==> src/hdl/slab_pkg.sv <==
// ----------------------------------------------------------------------------
// slab_pkg
// Constants, lookup tables and table builders for the sRGB to CIELAB pipe.
// ----------------------------------------------------------------------------
package slab_pkg;

   typedef logic [15:0] lin_tab_type  [256];
   typedef logic [16:0] cube_tab_type [257];
   typedef logic [15:0] mtx_type      [3][3];

   localparam int unsigned LinKneeCode = 10;
   localparam longint unsigned LinSegDen = 64'd329460;
   localparam longint unsigned LinPowDen = 64'd269025;

   localparam mtx_type MTX = '{
      '{16'd28439, 16'd24655, 16'd12441},
      '{16'd13938, 16'd46868, 16'd4730},
      '{16'd1164,  16'd7174,  16'd57198}
   };

   localparam logic [15:0] F_KNEE      = 16'd580;
   localparam logic [25:0] F_SEG_MUL   = 26'd24389;
   localparam logic [25:0] F_SEG_ADD   = 26'd28313118;
   localparam longint unsigned FSegDen = 64'd3132;
   localparam logic [20:0] F_SEG_RECIP = 21'((64'd1 << 32) / FSegDen);
   localparam logic [25:0] F_SEG_DIV   = 26'(FSegDen);

   // (a*b) >> 60
   function automatic logic [63:0] mul60(input logic [63:0] a, input logic [63:0] b);
      logic [127:0] p;
      begin
         p = {64'd0, a} * {64'd0, b};
         return p[123:60];
      end
   endfunction

   function automatic logic [15:0] lin_value(input int unsigned code);
      logic [63:0] n, q, r, x, x2, x3, x6, x12, lo, hi, mid, yq, p;
      begin
         if (code <= LinKneeCode) begin
            return 16'((64'(code) * 64'd6553600 + 64'd164730) / LinSegDen);
         end
         n   = 64'(code) * 64'd1000 + 64'd14025;
         q   = (n << 40) / LinPowDen;
         r   = (n << 40) % LinPowDen;
         x   = (q << 20) + ((r << 20) / LinPowDen);
         x2  = mul60(x, x);
         x3  = mul60(x2, x);
         x6  = mul60(x3, x3);
         x12 = mul60(x6, x6);
         lo  = 64'd0;
         hi  = 64'd65535;
         for (int k = 0; k < 18; k++) begin
            if (lo < hi) begin
               mid = (lo + hi + 64'd1) >> 1;
               yq  = mid << 44;
               p   = mul60(yq, yq);
               p   = mul60(p, p);
               p   = mul60(p, yq);
               if (p <= x12) lo = mid;
               else          hi = mid - 64'd1;
            end
         end
         return lo[15:0];
      end
   endfunction

   function automatic lin_tab_type build_lin();
      lin_tab_type t;
      begin
         for (int unsigned i = 0; i < 256; i++) t[i] = lin_value(i);
         return t;
      end
   endfunction

   function automatic logic [16:0] cube_value(input int unsigned i);
      logic [63:0] v, lo, hi, mid;
      begin
         v  = 64'(i) << 40;
         lo = 64'd0;
         hi = 64'd65536;
         for (int k = 0; k < 19; k++) begin
            if (lo < hi) begin
               mid = (lo + hi + 64'd1) >> 1;
               if (mid * mid * mid <= v) lo = mid;
               else                      hi = mid - 64'd1;
            end
         end
         return lo[16:0];
      end
   endfunction

   function automatic cube_tab_type build_cube();
      cube_tab_type t;
      begin
         for (int unsigned i = 0; i < 257; i++) t[i] = cube_value(i);
         return t;
      end
   endfunction

   localparam lin_tab_type  LIN_TAB  = build_lin();
   localparam cube_tab_type CUBE_TAB = build_cube();

endpackage

==> src/hdl/slab_xyz.sv <==
// ----------------------------------------------------------------------------
// slab_xyz
// Linearizes the three codes by table and applies the white-normalized
// RGB-to-XYZ matrix. Three register stages.
// ----------------------------------------------------------------------------
module slab_xyz
   import slab_pkg::*;
(
   input  logic             clock,
   input  logic [7:0]       red_code,
   input  logic [7:0]       green_code,
   input  logic [7:0]       blue_code,
   output logic [2:0][15:0] t_out
);

   logic [2:0][15:0]      lin_ff;
   logic [2:0][2:0][31:0] prod_ff, prod_in;
   logic [2:0][15:0]      t_ff, t_in;
   logic [33:0]           sum;

   always_ff @(posedge clock) begin
      lin_ff[0] <= LIN_TAB[red_code];
      lin_ff[1] <= LIN_TAB[green_code];
      lin_ff[2] <= LIN_TAB[blue_code];
      prod_ff   <= prod_in;
      t_ff      <= t_in;
   end

   always_comb begin
      for (int r = 0; r < 3; r++) begin
         for (int c = 0; c < 3; c++) begin
            prod_in[r][c] = 32'(MTX[r][c]) * 32'(lin_ff[c]);
         end
      end
   end

   always_comb begin
      sum = '0;
      for (int r = 0; r < 3; r++) begin
         sum = 34'(prod_ff[r][0]) + 34'(prod_ff[r][1]) + 34'(prod_ff[r][2]) + 34'd32768;
         if (sum[33:32] != 2'd0) t_in[r] = 16'hFFFF;
         else                    t_in[r] = sum[31:16];
      end
   end

   assign t_out = t_ff;

endmodule

==> config.mk <==
export PLATFORM = sky130hd
export DESIGN_NAME = slab_xyz
export DESIGN_NICKNAME = d
export VERILOG_FILES = /design/src/hdl/slab_pkg.sv /design/src/hdl/slab_xyz.sv
export SDC_FILE = /design/constraint.sdc
export NUM_CORES = 2
export LEC_CHECK = 0
export BUFFER_PORTS_ARGS = -buffer_cell sky130_fd_sc_hd__buf_4
export CORE_MARGIN = 1
export CORE_UTILIZATION = 55
export CTS_BUF_LIST = sky130_fd_sc_hd__clkbuf_4 sky130_fd_sc_hd__clkbuf_8 sky130_fd_sc_hd__clkbuf_16
export CTS_CLUSTER_DIAMETER = 200
export DETAILED_ROUTE_END_ITERATION = 6
export HOLD_SLACK_MARGIN = 0.02
export PLACE_DENSITY = 0.74
export SYNTH_ARGS = -nofsm -noshare
export SYNTH_HDL_FRONTEND = slang
export SYNTH_SLANG_ARGS = --single-unit
export TNS_END_PERCENT = 1
==> constraint.sdc <==
create_clock -name clock -period 7.1 [get_ports clock]
set_clock_uncertainty 0.1 [all_clocks]
set_input_delay 1.065 -clock clock [delete_from_list [all_inputs] [get_ports clock]]
set_output_delay 1.065 -clock clock [all_outputs]
set_load 0.005 [all_outputs]
; Word-level counts from Yosys, hierarchy flattened
; Memories as Yosys holds them, arrays and structs flattened. A register that Yosys moved wholly into a read port is not among the register bits.
; Index checks and enable logic that the tools add are counted.
[op_classes]
n_addsub = 9
n_bitwise = 3
mul = 9
n_reduce_logical = 3
[op_table]
columns = op, n
row1 = "15-bit by 16-bit multiplier with 31-bit output, first input constant", 3
row2 = "33-bit by 16-bit adder with 34-bit output, second input constant", 2
row3 = 30-bit by 32-bit adder with 33-bit output, 2
row4 = "14-bit by 16-bit multiplier with 30-bit output, first input constant", 2
row5 = "12-bit by 16-bit multiplier with 28-bit output, first input constant", 2
row6 = 33-bit by 29-bit adder with 34-bit output, 1
row7 = "34-bit by 16-bit adder with 34-bit output, second input constant", 1
row8 = 32-bit by 30-bit adder with 33-bit output, 1
row9 = 31-bit by 31-bit adder with 32-bit output, 1
row10 = 27-bit by 29-bit adder with 30-bit output, 1
row11 = "13-bit by 16-bit multiplier with 29-bit output, first input constant", 1
row12 = 8-bit NOT with 9-bit output, 3
row13 = "9-bit by 16-bit multiplier with 25-bit output, first input constant", 1
row14 = 2-bit nonzero test, 3
[totals]
mem_count = 3
rom_bits = 12288
output_inout_bits = 48
ff_bits = 311
elab_cells = 39
in_bits = 25
[memory_table]
columns = name, depth, width, rd, rd_clocked_by_memory_dff, write_ports, line_no
row1 = (name not given), 256, 16, 1, 1, 0, slab_xyz.sv:24  ; lin_ff[2] <= LIN_TAB[blue_code];
row2 = (name not given), 256, 16, 1, 1, 0, slab_xyz.sv:23  ; lin_ff[1] <= LIN_TAB[green_code];
row3 = (name not given), 256, 16, 1, 1, 0, slab_xyz.sv:22  ; lin_ff[0] <= LIN_TAB[red_code];

; Depth between registers and ports, before layout
[depth]
word_depth = 4
depth_mapped = 23

; Worst setup path before layout
; Ideal clock, no wire load.
[synth_path]
path_kind = register -> register
startpoint = reg lin_ff[42] (netlist name)
endpoint = reg prod_ff[281] (netlist name)
arrival_time_ps = 5969
path_slack_ps = 904
path_stages_with_launch = 19
setup_ps = 127
synth_period_minus_slack_ps = 6196
required_ps = 6873
path_cell_list = dfxtp_1 > fa_1 > fa_1 > fa_1 > inv_1 > fa_1 > fa_1 > inv_1 > fa_1 > ha_1 > a21o_1 > a21o_1 > a221o_1 > a311oi_4 > o21ai_2 > o31ai_4 > a21boi_2 > and4_4 > or3_1
[synth_lines]
columns = item, line_no
row1 = start: declaration, slab_xyz.sv:16  ; logic [2:0][15:0] lin_ff;
row2 = end signal: assignment, slab_xyz.sv:25  ; prod_ff <= prod_in;
row3 = end: declaration, slab_xyz.sv:17  ; logic [2:0][2:0][31:0] prod_ff, prod_in;

==> run summary <==
Die X-Extent = 320 um
CP required = 7500 ps
violations in the final reports = DRC
count of yosys warnings during synthesis = 0
number of placed instances with taps included = 7593
ratio of routed vias to standard cells = 6.36
run status = finished, violations left
count of cell instances traversed by the critical path = 22
total setup violations reported at the end of the flow = 0
maximum number of buffers from clock root to sink = 3
startpoint type of the worst setup path = flip-flop
Cell Count, Final, Fillers Out = 7676
post-layout min period = 6500 ps
Max stage delay on crit path = 560 ps
Hold Path Stages = 2
wirelength, routed = 189000 um
area of the placeable core = 100000 um2
root buffer cell = clkbuf_16
global-route usage over all layers = 0.370
most common cell after layout, fill and taps aside = ha_1
post-cts gate resize count = 0
summed instance area of the synthesized netlist = 55700 um2
cells traversed along the worst timing path = buf_4 -> ha_1 -> fa_1 -> inv_1 -> fa_1 -> inv_1 -> fa_1 -> fa_1 -> inv_1 -> fa_1 -> inv_1 -> ha_1 -> and3_1 -> a31o_2 -> a2111oi_0 -> o22ai_1 -> o41ai_1 -> o21ai_0 -> o21a_1 -> nor2_1 -> o21ai_0 -> xor2_1
CTS buffer count = 43
setup TNS = 0 ps
slowest stage cell, crit path = fa_1
fill count = 8994
share of post-route cells with drive strength above 1 = 0.0502
Post-CTS Setup Repair Bufs = 0
depth of the CTS H-tree = 2
area overhead of the layout relative to synthesis = 5.88%
remaining antenna violation count after routing = 0
fmax = 0.154 GHz
fraction of the yosys area taken by sequential cells = 0.126
Max transition margin = 0.193
instance count of the mapped netlist = 6375
Setup Crit Path Kind = flip-flop to flip-flop
overflow left after global routing = 0
number of max-capacitance violations reported = 0
Syn Area/Cell = 8.74 um2
die outline height = 320 um
delay-heaviest family, CP = adder cells
Tightest Hold Check Type = flip-flop to flip-flop
Critical Path End Type = flip-flop
hold violation total from the final report = 0
pin count of the biggest net entering global routing = 87
first-pass detailed-route iteration total = 7
Post-synth top flop = dfxtp_1
worst path arrival time = 6900 ps
CTS tree = yes
effective utilization at floorplan = 0.556
Most common cell on crit path = fa_1
clock insertion delay at the later pin of the skew report = 630 ps
clock sink total = 350
fraction of synthesis flops using an asynchronous set or reset pin = 0
Net Count, Synth = 8040
number of global-route vias before repair = 48700
Cell Rows = 116
vias = 48800
hold-fix buffer count after cts = 0
commonest non-fill, non-tap cells in the layout = ha_1 (1054), inv_1 (828), fa_1 (586), a21oi_1 (494), nand2_1 (389)
# nets final = 7946
synthesized flop and latch total = 350
share of the cycle needed by the critical path after routing = 0.916
Total Die Area = 103000 um2
global-route wire length before repair = 292000 um
Reg clk slew, reported paths = 60 ps
number of enable-type register cells in the synthesized netlist = 0
largest fanout on the critical path = 10
measured slew at the worst slew-check pin = 1210 ps
number of antenna violations at the first check in global routing = 21
setup repair after global routing missed its margin = false
post-synthesis cell type count = 89
Final Max Tran Viols = 0
mean routed wirelength per cell = 24.7 um
# DRC = 6
Register-to-Register Path Depth = 22
number of port buffers = 72
io pins = 73
count of routing violations after the opening detailed-route iteration = 5787
critical path buffer and inverter count = 5
Placer Congestion = 1.05
final HPWL from detailed placement = 151000 um
[layer usage]
layer  global-route usage  vias to the layer above  routed length, um
met5                    0                        -                 86
met4                0.161                       12               9220
met3               0.0834                      545              18900
met2                0.559                     2613              81800
met1                0.507                    23500              79200
li1                     -                    22100                  -
[worst paths after layout]
check / slack, ps / end / startpoint
max reg2reg: 600 / prod_ff[158] / lin_ff[17]
max: 600 / prod_ff[158] / lin_ff[17]
min reg2reg: 430 / t_out[47] / prod_ff[287]
min: 430 / t_out[47] / prod_ff[287]
[cells in the mapped netlist (all sizes together), types with 15 or more instances]
master / number / area share
ha: 1054 / 0.24
o21ai: 372 / 0.033
a21boi: 15 / 0.0021
and3: 36 / 0.0040
nand2b: 61 / 0.0068
nor3: 122 / 0.011
fa: 586 / 0.21
a211oi: 85 / 0.011
o211ai: 63 / 0.0085
nor2b: 42 / 0.0047
a311oi: 35 / 0.0058
clkbuf: 225 / 0.015
mux4: 23 / 0.0093
a21o: 96 / 0.013
a22oi: 18 / 0.0024
nand2: 389 / 0.026
and2: 28 / 0.0031
o221ai: 25 / 0.0040
or3: 24 / 0.0027
or2: 29 / 0.0033
nor2: 388 / 0.026
o31ai: 37 / 0.0052
o21bai: 36 / 0.0049
a2111oi: 22 / 0.0038
buf: 70 / 0.0047
o21a: 40 / 0.0054
xor2: 78 / 0.012
o22ai: 35 / 0.0039
nand3: 109 / 0.0098
dfxtp: 350 / 0.13
o311ai: 41 / 0.0064
xnor2: 172 / 0.027
a221oi: 32 / 0.0051
a31oi: 92 / 0.010
a21oi: 496 / 0.045
inv: 831 / 0.056
nand4: 18 / 0.0020
mux2i: 16 / 0.0029
[through the flow]
stage	util	area [um2]	setup slack (ps)	hold WS, ps
6_report	0.588	59000	599	426
2_1_floorplan	-	55700	904	361
3_5_place_dp	0.573	57500	620	412
4_1_cts	0.588	59000	628	434
3_3_place_gp	0.573	57500	672	414
5_1_grt	0.588	59000	322	463
[cell families (layout without fill, tap and decap cells)]
group | after synthesis | after routing | share of synthesized area
buffers and inverters | 1133 | 1070 | 0.0764
flip-flops | 350 | 350 | 0.126
adder cells (fa/ha/maj) | 1641 | 1641 | 0.447
AO/OA/AOI/OAI | 1680 | 1680 | 0.194
XOR/XNOR | 250 | 250 | 0.0393
AND/OR/NAND/NOR | 1281 | 1281 | 0.105
multiplexers | 40 | 40 | 0.0124
other | 0 | 7 | 0
[sequential cells by signal, summed over array words and instances (netlist names)]
register	count
lin_ff	48
t_out	48
prod_ff	254
[final cells by class]
type | instances | area [um2] | area share
tap | 1357 | 1700 | 0.0288
clock inverter | 16 | 231 | 0.00392
timing repair buffer | 156 | 1180 | 0.0201
sequential | 350 | 7010 | 0.119
inverter | 838 | 3150 | 0.0533
multi-input combinational | 4892 | 44500 | 0.754
antenna | 7 | 17.5 | 0.000297
clock buffer | 60 | 1250 | 0.0213
[worst reg2reg max path: cells and delay by family, from the launching register on]
family,cells,cell delay (ps)
simple gates,2,400
compound gates,7,1940
flops,1,290
fa+ha+maj,7,3150
xor+xnor,1,150
buf+inv,5,380
Power is left out: the tool's default activity adds up to more than one toggle a clock period on the data nets, which glitch-free logic cannot reach.
